## src/hdl/scm_pkg.sv

```systemverilog
// Shared types, constants and helpers of the scalar-to-RGB colormap.
// No dependencies.
`default_nettype none
package scm_pkg;

	localparam int FRAC_BITS = 15;
	localparam int CH_W      = 16;
	localparam int Q_BITS    = 17;   // quotient bits kept by the divider
	localparam int NUM_W     = 48;   // |sample-offset| << FRAC_BITS
	localparam int DEN_W     = 32;   // |span|
	localparam int P_W       = 15;   // |s-0.5| and its powers

	localparam logic [CH_W-1:0] FX_ONE  = 16'd32768;
	localparam logic [CH_W-1:0] FX_HALF = 16'd16384;

	// register indexes
	localparam logic [2:0] REG_NORM_MODE  = 3'd0;
	localparam logic [2:0] REG_OFFSET     = 3'd1;
	localparam logic [2:0] REG_SPAN       = 3'd2;
	localparam logic [2:0] REG_COLOR_MODE = 3'd3;
	localparam logic [2:0] REG_SMOOTHNESS = 3'd4;
	localparam logic [2:0] REG_BELOW      = 3'd5;
	localparam logic [2:0] REG_ABOVE      = 3'd6;

	typedef enum logic [1:0] {
		CM_BINARY     = 2'd0,
		CM_SMOOTH     = 2'd1,
		CM_LINEAR     = 2'd2,
		CM_LINEAR_ALT = 2'd3
	} color_mode_t;

	typedef struct packed {
		logic               norm_mode;
		logic signed [31:0] offset;
		logic signed [31:0] span;
		color_mode_t        color_mode;
		logic [3:0]         smoothness;
		logic [47:0]        below;
		logic [47:0]        above;
	} cfg_t;

	// channel 0 red (47:32), 1 green, 2 blue
	function automatic logic [CH_W-1:0] chan_of(input logic [47:0] rgb, input int idx);
		return rgb[16*(2-idx) +: 16];
	endfunction

endpackage
`default_nettype wire

```

## src/hdl/scm_norm.sv

```systemverilog
// Normalization: (sample-offset)/span as a pipelined restoring divider,
// one quotient bit per stage, then rounding, half offset and clip.
// Depends on scm_pkg.
`default_nettype none
module scm_norm (
	input  logic               clk,
	input  logic               arst_n,
	input  logic               adv,
	input  logic               in_valid,
	input  logic signed [31:0] sample,
	input  scm_pkg::cfg_t      cfg,
	output logic               out_valid,
	output logic [15:0]        s
);
	import scm_pkg::*;

	// stage 1: difference
	logic        vld_s1;
	logic [32:0] d_s1;

	// stage 2: magnitudes and signs
	logic             vld_s2;
	logic [NUM_W-1:0] num_s2;
	logic [DEN_W-1:0] den_s2;
	logic             neg_s2, zero_s2, pos_s2;

	// divider chain: entry 0 is stage 3, entry i is stage 3+i
	logic             vld_s3  [0:Q_BITS];
	logic [NUM_W-1:0] rem_s3  [0:Q_BITS];
	logic [Q_BITS-1:0] quo_s3 [0:Q_BITS];
	logic [DEN_W-1:0] den_s3  [0:Q_BITS];
	logic             neg_s3  [0:Q_BITS];
	logic             zero_s3 [0:Q_BITS];
	logic             pos_s3  [0:Q_BITS];
	logic             ovf_s3  [0:Q_BITS];

	// final stage
	logic        vld_s21;
	logic [15:0] s_s21;

	logic             d_neg;
	logic [32:0]      d_mag;
	logic [DEN_W-1:0] span_mag;

	assign d_neg    = d_s1[32];
	assign d_mag    = d_neg ? (~d_s1 + 33'd1) : d_s1;
	assign span_mag = cfg.span[31] ? (~unsigned'(cfg.span) + 32'd1) : unsigned'(cfg.span);

	// valid chain
	always_ff @(posedge clk or negedge arst_n) begin
		if (!arst_n) begin
			vld_s1    <= 1'b0;
			vld_s2    <= 1'b0;
			vld_s3[0] <= 1'b0;
		end else if (adv) begin
			vld_s1    <= in_valid;
			vld_s2    <= vld_s1;
			vld_s3[0] <= vld_s2;
		end
	end

	// front stages
	always_ff @(posedge clk) begin
		if (adv) begin
			d_s1       <= {sample[31], sample} - {cfg.offset[31], cfg.offset};
			num_s2     <= {d_mag, {FRAC_BITS{1'b0}}};
			den_s2     <= span_mag;
			neg_s2     <= d_neg ^ cfg.span[31];
			zero_s2    <= (cfg.span == 32'sd0);
			pos_s2     <= !d_neg && (d_s1 != 33'd0);
			// quotient would not fit Q_BITS: saturate later
			ovf_s3[0]  <= {1'b0, num_s2[NUM_W-1:Q_BITS]} >= den_s2;
			rem_s3[0]  <= num_s2;
			quo_s3[0]  <= '0;
			den_s3[0]  <= den_s2;
			neg_s3[0]  <= neg_s2;
			zero_s3[0] <= zero_s2;
			pos_s3[0]  <= pos_s2;
		end
	end

	// one quotient bit per stage, most significant first
	for (genvar g = 0; g < Q_BITS; g++) begin : g_step
		localparam int SH = Q_BITS - 1 - g;
		logic [NUM_W:0]    trial;
		logic              ge;
		logic [Q_BITS-1:0] quo_nx;

		assign trial = (NUM_W+1)'(den_s3[g]) << SH;
		assign ge    = {1'b0, rem_s3[g]} >= trial;

		always_comb begin
			quo_nx     = quo_s3[g];
			quo_nx[SH] = ge;
		end

		always_ff @(posedge clk or negedge arst_n) begin
			if (!arst_n) begin
				vld_s3[g+1] <= 1'b0;
			end else if (adv) begin
				vld_s3[g+1] <= vld_s3[g];
			end
		end

		always_ff @(posedge clk) begin
			if (adv) begin
				rem_s3[g+1]  <= ge ? (rem_s3[g] - trial[NUM_W-1:0]) : rem_s3[g];
				quo_s3[g+1]  <= quo_nx;
				den_s3[g+1]  <= den_s3[g];
				neg_s3[g+1]  <= neg_s3[g];
				zero_s3[g+1] <= zero_s3[g];
				pos_s3[g+1]  <= pos_s3[g];
				ovf_s3[g+1]  <= ovf_s3[g];
			end
		end
	end

	// floor rounding, half offset, clip
	logic [Q_BITS:0]    mag;
	logic signed [19:0] val;
	logic [15:0]        s_nx;

	always_comb begin
		mag = {1'b0, quo_s3[Q_BITS]}
			+ (Q_BITS+1)'(neg_s3[Q_BITS] && (rem_s3[Q_BITS] != '0));
		val = neg_s3[Q_BITS] ? -signed'(20'(mag)) : signed'(20'(mag));
		if (!cfg.norm_mode) begin
			val = val + signed'(20'(FX_HALF));
		end
		priority if (zero_s3[Q_BITS]) begin
			s_nx = pos_s3[Q_BITS] ? FX_ONE : 16'd0;
		end else if (ovf_s3[Q_BITS]) begin
			s_nx = neg_s3[Q_BITS] ? 16'd0 : FX_ONE;
		end else if (val[19]) begin
			s_nx = 16'd0;
		end else if (val > signed'(20'(FX_ONE))) begin
			s_nx = FX_ONE;
		end else begin
			s_nx = val[15:0];
		end
	end

	always_ff @(posedge clk or negedge arst_n) begin
		if (!arst_n) begin
			vld_s21 <= 1'b0;
		end else if (adv) begin
			vld_s21 <= vld_s3[Q_BITS];
		end
	end

	always_ff @(posedge clk) begin
		if (adv) begin
			s_s21 <= s_nx;
		end
	end

	assign out_valid = vld_s21;
	assign s         = s_s21;
endmodule
`default_nettype wire

```

## config.mk

```make
export PLATFORM = sky130hd
export DESIGN_NAME = scm_norm
export DESIGN_NICKNAME = d
export VERILOG_FILES = /design/src/hdl/scm_pkg.sv /design/src/hdl/scm_norm.sv
export SDC_FILE = /design/constraint.sdc
export NUM_CORES = 2
export LEC_CHECK = 0
export ABC_AREA = 0
export BUFFER_PORTS_ARGS = -buffer_cell sky130_fd_sc_hd__buf_2
export CORE_MARGIN = 3
export CORE_UTILIZATION = 54
export CTS_CLUSTER_SIZE = 16
export DETAILED_ROUTE_END_ITERATION = 8
export GPL_ROUTABILITY_DRIVEN = 0
export GPL_TIMING_DRIVEN = 1
export PLACE_DENSITY = 0.78
export SYNTH_ARGS = -nofsm -noshare
export SYNTH_HDL_FRONTEND = slang
export SYNTH_SLANG_ARGS = --single-unit
```

## constraint.sdc

```tcl
create_clock -name clk -period 7.9 [get_ports clk]
set_input_delay 0.79 -clock clk [delete_from_list [all_inputs] [get_ports clk]]
set_output_delay 0.79 -clock clk [all_outputs]
set_load 0.1 [all_outputs]
```

==> impl_results.md <==
- Unrepaired setup endpoints after global routing: false
- Setup slack, reg-to-reg: 1680 ps
- Crit-path max FO: 14
- Total GRT Usage: 19.9%
- CP Launch Point: rem_s3[17][9]
- EDFF count, synth: 1600
- Pleak: 39.1 nW
- Die width: 415 um
- Ys async rst share: 1.30%
- Worst setup EP type: register
- Worst R2R Start: rem_s3[17][9]
- Final Cell Area: 0.0985 sq mm
- Synthesized area per cell: 11.1 sq um
- Diode count: 0
- Row Count: 149
- Total number of vias: 60515
- Final Max Slew Viols: 0
- Dpl ws: 1450 ps
- Hold WS: 197 ps
- Clock Pin Slew Worst Setup and Hold Paths: 60 ps
- Vias in the first global route: 60825
- Clk root buf: clkbuf_16
- Netlist area before placement: 0.0902 sq mm
- Number of port buffers: 117
- CTS buffer count: 165
- Final HPWL DP: 130000 um
- ANT nets after route: 0
- Final #Nets: 9113
- Status: completed
- Crit path required time: 8540 ps
- Max Fclk: 161 MHz
- CTS tree: built
- Full die area: 0.172 sq mm
- Number of synthesis warnings: 0
- CP Capture Point: s[3]
- H-tree lvl count: 4
- Hold Fails Final Rpt: 0
- Startpoint types: register
- Fin crit period: 6220 ps
- Final Non-Filler Cells: 10599
- Final setup margin: 1680 ps
- Number of max-cap violations: 0
- Worst Tran Pin Value: 1190 ps
- Clock buffer depth: 3
- Commonest cells after routing, fill and taps aside: edfxtp_1, inv_1, nand2_1
- TNS Setup: 0 ps
- Post-synth top area share: 53.2%
- CORE AREA: 0.166 sq mm
- Maximum VDD drop: 0.295 mV
- Post-CTS setup buffer count: 0
- IO Count: 220
- Setup Crit Path Kind: reg -> reg
- Power per Cell Area: 345 mW/mm^2
- Synthesis-stage register bit count: 1621
- Tot Pwr: 33.9 mW
- Placed cell count: 10299
- Router iterations before antenna repair: 6
- DRT Wirelength: 175000 um
- Cells after Synth: 8115
- Initial antenna violation count: 0
- Worst Hold Class: in -> reg
- # DRC: 0
- Critical R2R Capture: s[3]
- Crit share post-route: 78.8%
- Clock skew: 23.6 ps
- Global-route wire length before repair: 285000 um
- Die height: 415 um
- CP arrival: 6860 ps
- Seq/Total Area, Yosys: 53.8%
- Reg2Reg Depth: 19
- Share of layout cells above drive strength 1: 6.88%
- Relative slew margins: 19.6%
- Largest net degree at the start of global routing: 193
- PostCTS Resize Cnt: 0
- Dpl cell area: 0.0934 sq mm
- WL/cell: 16.5 um
- Initial DRC count: 3481
- CTS Hold Bufs: 1
- Via density: 5.71
- Sink Count: 1621
- Final setup fails: 0
- Syn_nets: 8950
- Finished Core Util: 59.5%
- Total gr overflow: 0
- Synth area leader: edfxtp_1
- Most common cell after layout, fill and taps aside: edfxtp_1
- Area delta synth->final: 9.14%
- Most used DFF post-synth: edfxtp_1
- Worst skew pair latency: 790 ps
- Synth cell types: 93
- Initial Util: 54.5%
- Largest cells by area after synthesis: edfxtp_1, ha_1, xnor2_1, o21ai_0, inv_1
==> cell usage after synthesis, drive strengths merged, types with 22 or more instances <==
library cell	n
o41ai	22
a21oi	534
a21o	311
o21bai	85
nor3	136
or4	27
ha	614
edfxtp	1600
a211oi	49
nor2	407
nor4	67
and2	29
buf	23
nand2b	120
xor2	286
o211ai	22
nor2b	90
nand2	704
o31ai	59
nand4	96
and3	54
clkbuf	139
o21a	74
a21boi	31
xnor2	427
a31oi	61
or3	51
inv	794
mux2	105
nand3	118
or2	34
o21ai	673
==> how the worst min path moves through the flow <==
stage,from,slack [ps],cells after the start,endpoint
after detailed placement,neg_s3[5],400,0,neg_s3[6]
after global routing,cfg[102],160,1,den_s2[0]
after global placement,quo_s3[16][6],400,0,quo_s3[17][6]
final,cfg[102],200,1,den_s2[0]
after CTS,cfg[102],150,1,den_s2[0]
after floorplan,neg_s2,400,0,neg_s3[0]
==> sequential cells by signal, summed over array words and instances (netlist names) <==
| name | count |
|---|---|
| d_s1 | 33 |
| den_s2 | 32 |
| den_s3 | 544 |
| neg_s2 | 1 |
| neg_s3 | 18 |
| num_s2 | 33 |
| out_valid | 1 |
| ovf_s3 | 18 |
| pos_s2 | 1 |
| pos_s3 | 18 |
| quo_s3 | 153 |
| rem_s3 | 714 |
| s | 16 |
| vld_s1 | 1 |
| vld_s2 | 1 |
| vld_s3 | 18 |
| zero_s2 | 1 |
| zero_s3 | 18 |
==> area by class of cell <==
cell class | count | area (sq um)
Fill cell | 12540 | 67100
Sequential cell | 1621 | 48600
Multi-Input combinational cell | 5538 | 38200
Clock buffer | 204 | 4290
Inverter | 794 | 2980
Tap cell | 2189 | 2740
Timing Repair Buffer | 158 | 986
Clock inverter | 95 | 747
==> worst max-delay path, cell delays in order (launching register included) <==
cell       delay (ps)
edfxtp_1          370
nor4_1            720
nand4_1           230
o31a_1            330
ha_1              310
ha_1              370
xor2_1            250
or3_1             410
a21oi_1           190
o211ai_1          460
o31ai_2           450
xor2_2            310
ha_1              210
nor2b_1           190
inv_1             110
a2111oi_4         320
a211oi_1           90
or2_1             270
or2_4             350
nor2b_1           120
==> cells by family after synthesis <==
family,share of synthesized area (%)
XOR/XNOR,6.93
buffers and inverters,4.00
AO/OA/AOI/OAI,14.2
AND/OR/NAND/NOR,10.7
multiplexers,1.40
flip-flops,53.8
adder cells (fa/ha/maj),8.91
==> report_power, final <==
group          internal [mW]  switching [mW]  total, mW
clock                   4.04            3.21       7.25
sequential              12.4            1.12       13.5
combinational           5.71            7.47       13.2
total                   22.1            11.8       33.9
==> per-layer routing <==
metal | vias to the layer above | track usage, % | wire length (um)
met2 | 1782 | 38.5 | 93400
li1 | 29901 | - | -
met5 | - | 0 | 0
met3 | 642 | 2.41 | 6200
met1 | 28190 | 19.6 | 63200
met4 | 0 | 13.3 | 12100
No activity file was read; power rests on OpenSTA's default activity.
