--- src/hdl/scm_pkg.sv ---
// Shared types, constants and helpers of the scalar-to-RGB colormap.
// No dependencies.
`default_nettype none
package scm_pkg;

	localparam int FRAC_BITS = 15;
	localparam int CH_W      = 16;
	localparam int Q_BITS    = 17;   // quotient bits kept by the divider
	localparam int NUM_W     = 48;   // |sample-offset| << FRAC_BITS
	localparam int DEN_W     = 32;   // |span|
	localparam int P_W       = 15;   // |s-0.5| and its powers

	localparam logic [CH_W-1:0] FX_ONE  = 16'd32768;
	localparam logic [CH_W-1:0] FX_HALF = 16'd16384;

	// register indexes
	localparam logic [2:0] REG_NORM_MODE  = 3'd0;
	localparam logic [2:0] REG_OFFSET     = 3'd1;
	localparam logic [2:0] REG_SPAN       = 3'd2;
	localparam logic [2:0] REG_COLOR_MODE = 3'd3;
	localparam logic [2:0] REG_SMOOTHNESS = 3'd4;
	localparam logic [2:0] REG_BELOW      = 3'd5;
	localparam logic [2:0] REG_ABOVE      = 3'd6;

	typedef enum logic [1:0] {
		CM_BINARY     = 2'd0,
		CM_SMOOTH     = 2'd1,
		CM_LINEAR     = 2'd2,
		CM_LINEAR_ALT = 2'd3
	} color_mode_t;

	typedef struct packed {
		logic               norm_mode;
		logic signed [31:0] offset;
		logic signed [31:0] span;
		color_mode_t        color_mode;
		logic [3:0]         smoothness;
		logic [47:0]        below;
		logic [47:0]        above;
	} cfg_t;

	// channel 0 red (47:32), 1 green, 2 blue
	function automatic logic [CH_W-1:0] chan_of(input logic [47:0] rgb, input int idx);
		return rgb[16*(2-idx) +: 16];
	endfunction

endpackage
`default_nettype wire

--- src/hdl/scm_regs.sv ---
// APB-style configuration registers of the colormap.
// Depends on scm_pkg.
`default_nettype none
module scm_regs (
	input  logic          clk,
	input  logic          arst_n,
	input  logic          psel,
	input  logic          penable,
	input  logic          pwrite,
	input  logic [5:0]    paddr,
	input  logic [63:0]   pwdata,
	output logic [63:0]   prdata,
	output logic          pready,
	output scm_pkg::cfg_t cfg
);
	import scm_pkg::*;

	logic       wr_en;
	logic [2:0] idx;
	cfg_t       cfg_q;

	assign pready = 1'b1;
	assign wr_en  = psel && penable && pwrite;
	assign idx    = paddr[5:3];
	assign cfg    = cfg_q;

	// register writes
	always_ff @(posedge clk or negedge arst_n) begin
		if (!arst_n) begin
			cfg_q.norm_mode  <= 1'b1;
			cfg_q.offset     <= 32'sd0;
			cfg_q.span       <= 32'sd65536;
			cfg_q.color_mode <= CM_LINEAR;
			cfg_q.smoothness <= 4'd0;
			cfg_q.below      <= 48'd0;
			cfg_q.above      <= 48'hFFFF_FFFF_FFFF;
		end else if (wr_en) begin
			unique case (idx)
				REG_NORM_MODE:  cfg_q.norm_mode  <= pwdata[0];
				REG_OFFSET:     cfg_q.offset     <= pwdata[31:0];
				REG_SPAN:       cfg_q.span       <= pwdata[31:0];
				REG_COLOR_MODE: cfg_q.color_mode <= color_mode_t'(pwdata[1:0]);
				REG_SMOOTHNESS: cfg_q.smoothness <= pwdata[3:0];
				REG_BELOW:      cfg_q.below      <= pwdata[47:0];
				REG_ABOVE:      cfg_q.above      <= pwdata[47:0];
				default: ;
			endcase
		end
	end

	// read mux
	always_comb begin
		unique case (idx)
			REG_NORM_MODE:  prdata = 64'(cfg_q.norm_mode);
			REG_OFFSET:     prdata = 64'(unsigned'(cfg_q.offset));
			REG_SPAN:       prdata = 64'(unsigned'(cfg_q.span));
			REG_COLOR_MODE: prdata = 64'(cfg_q.color_mode);
			REG_SMOOTHNESS: prdata = 64'(cfg_q.smoothness);
			REG_BELOW:      prdata = 64'(cfg_q.below);
			REG_ABOVE:      prdata = 64'(cfg_q.above);
			default:        prdata = 64'd0;
		endcase
	end
endmodule
`default_nettype wire

--- config.mk ---
export PLATFORM = sky130hd
export DESIGN_NAME = scm_regs
export DESIGN_NICKNAME = d
export VERILOG_FILES = /design/src/hdl/scm_pkg.sv /design/src/hdl/scm_regs.sv
export SDC_FILE = /design/constraint.sdc
export NUM_CORES = 1
export LEC_CHECK = 0
export CORE_ASPECT_RATIO = 1.1
export CORE_MARGIN = 2
export CORE_UTILIZATION = 54
export CTS_CLUSTER_SIZE = 30
export DETAILED_ROUTE_END_ITERATION = 12
export DONT_BUFFER_PORTS = 1
export HOLD_SLACK_MARGIN = 0.08
export PLACE_DENSITY = 0.69
export SYNTH_ARGS = -nofsm -noshare
export SYNTH_HDL_FRONTEND = slang
export SYNTH_SLANG_ARGS = --single-unit
--- constraint.sdc ---
create_clock -name clk -period 2 [get_ports clk]
set_input_delay 0.4 -clock clk [delete_from_list [all_inputs] [get_ports clk]]
set_output_delay 0.4 -clock clk [all_outputs]
set_load 0.03 [all_outputs]
==> impl_metrics.py, run 1 <==
metrics = {
    "status": {
        "outcome": "complete, but fails checks",
        "violations": "negative hold slack, negative setup slack",
    },
    "critical_path": {
        "critPathBufInv": 1,
        "worstPathCellList": "mux2i_1, o21a_1, a21oi_2, buf_6",
        "required_ps": 1600,
        "critPathTopFamily": "flip-flops",
        "crit_path_end_kind": "output port",
        "worstPathMaxFanout": 3,
        "crit_arrival_ps": 1630,
        "start_kind": "flop",
        "path_depth": 4,
        "critPathMaxStageDelay_ps": 640,
        "slowest_stage": "dfstp_2",
        "rr_worst_depth": 1,
        "critical_path_class": "reg -> out",
    },
    "synthesis": {
        "synth_edf_count": 0,
        "netlist.top_cell.by_area": "dfrtp_1",
        "synthMuxAreaShare_pct": 26.9,
        "synth.top_cells.by_count": "137 x mux2_2, 116 x dfrtp_1, 51 x dfstp_2, 41 x a22oi_1, 33 x a221oi_1",
        "synth_area_um2": 7670,
        "synth_xor_area_share_pct": 0,
        "ys_types": 32,
        "yosys_warnings": 0,
        "synth-compound-area-share_pct": 10.1,
        "post-synth-top-count-cell": "mux2_2",
        "synthCells": 552,
        "ys_seq_elements": 167,
        "synth_top_area_share_pct": 37.9,
        "syn_area_per_cell_um2": 13.9,
        "async_reset_ff_share_pct": 100,
        "dominantRegCellSynth": "dfrtp_1",
        "synth_fa_ha_area_share_pct": 0,
        "synthSimpleGateAreaFrac_pct": 2.86,
        "synth_seq_area_share_pct": 55.3,
        "yosys-top-cells-area": "dfrtp_1 38%, mux2_2 20%, dfstp_2 17%, mux2_4 5.9%, a22oi_1 4.0%",
        "synth_top_family_by_area": "multiplexers",
    },
    "sta": {
        "fmax_mhz": 493,
        "skew_ps": 0,
        "drv_slew": 0,
        "final-setup-viol-count": 2,
        "fin_worst_hold_slack_ps": -326,
        "rsz0062_at_grt": "true",
        "layout_min_cycle_time_ps": 2030,
        "fin_crit_sh_pct": 101,
        "final_hold_viol_count": 167,
        "setup_ws_ps": -29.4,
    },
    "pwr": {
        "power.density_nw_per_um2": 1200,
        "vdd_drop_max_mv": 0.696,
        "leakage_nw": 3.94,
        "finalPower_mw": 10.8,
    },
    "placed_design": {
        "gp_congestion": 0.811,
        "place_hpwl_um": 13000,
        "dp_slack_ps": 198,
        "port_buffers": 0,
    },
    "drt": {
        "drc": 0,
        "dr.pass1.iters": 4,
        "vias": 4911,
        "drt_iter0_markers": 364,
        "wl_per_cell_um": 24.7,
        "viasPerCell": 6.16,
        "wl_um": 19700,
        "ant_nets": 0,
    },
    "job": {
        "maxCapViolCount": 0,
    },
    "global_route": {
        "grt_usage_pct": 25.8,
        "antenna_found_initial": 0,
        "grt_pass1_vias": 5276,
        "grt_max_degree": 168,
        "grt_pass1_wl_um": 30400,
        "gr-total-overflow": 0,
    },
    "clocking": {
        "clk_path_buf_depth": 2,
        "cts_tree": "yes",
        "cts_htree_levels": 4,
        "cts_buffers": 17,
        "clock-sinks": 167,
        "clkTransAtPathRegs_ps": 60,
        "clock_latency_ps": 420,
        "cts-root-buf": "clkbuf_16",
    },
    "floorplan": {
        "die_area_um2": 15200,
        "initial_core_util_pct": 55.3,
        "core_area_um2": 13900,
        "row_count": 45,
        "dieWidth_um": 118,
        "io_pins": 307,
        "fp.dieH_um": 129,
    },
    "cells_and_area": {
        "final_core_util_pct": 65.3,
        "largest_register_ffs": 167,
        "drive_gt1_share_pct": 64.0,
        "area_delta_synth_final_pct": 18.0,
        "final_nets": 671,
        "antenna_cells": 0,
    },
    "worst_hold_path": {
        "holdCritPathClass": "in -> async",
    },
}
[report_power, final]
group | switching [mW] | internal, mW | leakage, nW
registers | 2.01 | 4.20 | 2.01
logic | 0.744 | 0.895 | 1.66
clock network | 1.27 | 1.69 | 0.264
[per-layer routing]
layer | GRT usage, % | share of wire, % | vias to the layer above
li1 | - | - | 2102
met5 | 0 | 0 | -
met1 | 29.9 | 38 | 2544
met2 | 42.4 | 49 | 226
met3 | 11.5 | 9.7 | 39
met4 | 10.2 | 2.8 | 0
[kinds of logic after synthesis]
family	Yosys count
flip-flops	167
AND/OR/NAND/NOR	41
AO/OA/AOI/OAI	106
multiplexers	174
buffers and inverters	62
other	2
[cells in the final DEF, fill, tap and decap left out, types with 3 or more instances in the layout]
master	Yosys	layout
mux2_2	137	137
dfrtp_1	116	113
buf_4	21	61
dfstp_2	51	51
a22oi_1	41	38
mux2_4	30	30
a21oi_2	0	25
a221oi_1	33	18
conb_1	2	17
clkbuf_16	0	17
a221oi_2	0	15
nor2b_2	0	9
clkinv_2	0	8
nor2b_1	17	6
buf_12	0	6
nor2_2	0	5
mux2i_1	5	4
clkbuf_1	16	4
nor2_1	11	3
a22oi_2	0	3
nor2_4	0	3
dfrtp_2	0	3
buf_6	3	3
[worst paths after layout]
path / endpoint / slack (ps) / start
worst min register to register: cfg[134]$_DFFE_PN0P_ / 680 / cfg[134]$_DFFE_PN0P_
worst max-delay path: prdata[2] / -30 / cfg[2]$_DFFE_PN1P_
worst min-delay path: cfg[96]$_DFFE_PN0P_ / -330 / arst_n
worst max register to register: cfg[165]$_DFFE_PN0P_ / 1020 / cfg[165]$_DFFE_PN0P_
min in group clk: cfg[104]$_DFFE_PN0P_ / 110 / pwdata[2]
max in group asynchronous: cfg[7]$_DFFE_PN1P_ / 2030 / arst_n
[area by class of cell]
cell class	count	area (µm²)
Timing Repair Buffer	70	612
Sequential cell	167	4250
Inverter	2	7.51
Tap cell	188	235
Clock buffer	21	440
Clock inverter	11	86.3
Multi-Input combinational cell	338	3420
Fill cell	1057	4810
[what timing repair did]
item | CTS | global route
gates resized for setup | 1 | 30
buffers inserted | 0 | 0
endpoints found under the setup margin | 3 | 20
endpoints found under the hold margin | 167 | 167
pin swaps | 2 | 2
[stage by stage]
step	std cells	instance area, µm²	TNS, ps
floorplan	567	7860	-20.8
global placement	765	8380	0
detailed placement	765	8380	0
CTS	797	8910	-126
global route	797	9040	-236
finish	797	9040	-34.6
Note: power is estimated with default switching activity, not from simulation.
==> run 2: changes to the inputs <==
- RECOVER_POWER: not set -> 50
==> run 2 against run 1 <==
Against the previous run: the run still ends with negative hold slack, negative setup slack left; clock skew unchanged; setup slack got worse by 5.0 ps; wire length decreased by 0.35%; core utilization decreased by 1.3 points; worst hold slack improved by 0.57 ps; count of clock-buffer cells in the layout unchanged; critical path type unchanged.
==> impl_metrics.py, run 2 (synthesized netlist as in run 1, its figures left out) <==
metrics = {
    "status": {
        "outcome": "complete, but fails checks",
        "violations": "negative hold slack, negative setup slack",
    },
    "floorplan": {
        "io_pins": 307,
        "row_count": 45,
        "fp.dieH_um": 129,
        "initial_core_util_pct": 55.3,
        "dieWidth_um": 118,
        "die_area_um2": 15200,
        "core_area_um2": 13900,
    },
    "critical_path": {
        "critical_path_class": "reg -> out",
        "worstPathMaxFanout": 3,
        "worstPathCellList": "mux2i_1, o21a_1, a21oi_2, buf_6",
        "critPathMaxStageDelay_ps": 640,
        "crit_arrival_ps": 1630,
        "crit_path_end_kind": "output port",
        "start_kind": "flop",
        "slowest_stage": "dfstp_2",
        "required_ps": 1600,
    },
    "clocking": {
        "post_cts_buffers": 0,
        "cts_buffers": 17,
        "cts_htree_levels": 4,
        "cts-root-buf": "clkbuf_16",
        "clkTransAtPathRegs_ps": 60,
        "clock_latency_ps": 420,
        "clock-sinks": 167,
        "clk_path_buf_depth": 2,
        "cts_tree": "yes",
    },
    "drt": {
        "drt_iter0_markers": 322,
        "drc": 0,
        "ant_nets": 0,
        "dr.pass1.iters": 4,
        "wl_um": 19600,
        "viasPerCell": 6.08,
        "vias": 4848,
        "wl_per_cell_um": 24.6,
    },
    "global_route": {
        "grt_pass1_vias": 5276,
        "grt_pass1_wl_um": 30400,
        "grt_usage_pct": 25.8,
        "antenna_found_initial": 0,
        "gr-total-overflow": 0,
        "grt_max_degree": 168,
    },
    "sta": {
        "skew_ps": 0,
        "slew_headroom_pct": 18.0,
        "drv_slew": 0,
        "setup_tns_ps": -45.3,
        "rsz0062_at_grt": "true",
        "fin_crit_sh_pct": 102,
        "final-setup-viol-count": 3,
        "setup_ws_ps": -34.4,
        "tightest_slew_ps": 1230,
        "layout_min_cycle_time_ps": 2030,
        "fmax_mhz": 492,
        "final_hold_viol_count": 153,
        "fin_worst_hold_slack_ps": -325,
    },
    "cells_and_area": {
        "antenna_cells": 0,
        "final_core_util_pct": 64.0,
        "finalNonFillerCells": 797,
        "fillers": 1097,
        "final_nets": 671,
        "final_area_um2": 8860,
        "largest_register_ffs": 167,
        "area_delta_synth_final_pct": 15.6,
        "drive_gt1_share_pct": 58.1,
        "final_cell_mix": "137 x mux2_2, 116 x dfrtp_1, 57 x buf_4",
        "mostFrequentLayoutCell": "mux2_2",
    },
    "worst_hold_path": {
        "holdCritPathClass": "in -> async",
    },
    "pwr": {
        "vdd_drop_max_mv": 0.692,
        "finalPower_mw": 10.7,
        "leakage_nw": 3.80,
        "power.density_nw_per_um2": 1210,
    },
    "placed_design": {
        "dp_slack_ps": 198,
        "port_buffers": 0,
        "placed_area_um2": 8380,
        "place_hpwl_um": 13000,
        "place_inst": 765,
        "gp_congestion": 0.811,
    },
    "job": {
        "maxCapViolCount": 0,
    },
}
==> run 2: final timing paths <==
| kind | from | end | slack, ps | cells past startpoint |
|---|---|---|---|---|
| setup reg to reg | cfg[100]$_DFFE_PN0P_ | cfg[100]$_DFFE_PN0P_ | 950 | 2 |
| hold reg to reg | cfg[134]$_DFFE_PN0P_ | cfg[134]$_DFFE_PN0P_ | 680 | 2 |
| setup / recovery | cfg[2]$_DFFE_PN1P_ | prdata[2] | -30 | 4 |
| max in group asynchronous | arst_n | cfg[25]$_DFFE_PN1P_ | 1930 | 0 |
| hold / removal | arst_n | cfg[96]$_DFFE_PN0P_ | -330 | 0 |
| min in group clk | pwdata[2] | cfg[104]$_DFFE_PN0P_ | 110 | 1 |
==> run 2: worst max-delay path, delay by kind of cell (launching register included) <==
| kind | cells | cell delay (ps) |
|---|---|---|
| buffers and inverters | 1 | 150 |
| multiplexers | 1 | 100 |
| flip-flops | 1 | 640 |
| AO/OA/AOI/OAI | 2 | 320 |
==> run 2: cell type report <==
type | instances | area (µm²) | share of cell area (%)
clock buffers | 21 | 440 | 4.97
clock inverters | 11 | 86.3 | 0.974
inverters | 2 | 7.51 | 0.0847
multi-input cells | 338 | 3300 | 37.2
flip-flops and latches | 167 | 4240 | 47.9
well taps | 188 | 235 | 2.65
repair buffers | 70 | 553 | 6.24
==> run 2: per-layer routing <==
| layer | GRT usage (%) | part of all wire [%] | vias to the layer above |
|---|---|---|---|
| met3 | 11.5 | 9.6 | 28 |
| met2 | 42.4 | 50 | 219 |
| li1 | - | - | 2101 |
| met4 | 10.2 | 2.0 | 0 |
| met5 | 0 | 0 | - |
| met1 | 29.9 | 38 | 2500 |
==> run 2: what timing repair did <==
item                                    in CTS  in global routing
gates resized for setup                      1                 30
gates cloned                                 0                  0
hold endpoints to repair                   167                167
endpoints found under the setup margin       3                 20
pin swaps                                    2                  2
==> run 2: power by group <==
part / internal (mW) / switching [mW]
Combinational: 0.803 / 0.743
Sequential: 4.20 / 2.00
Clock: 1.69 / 1.26
Total: 6.69 / 4.00
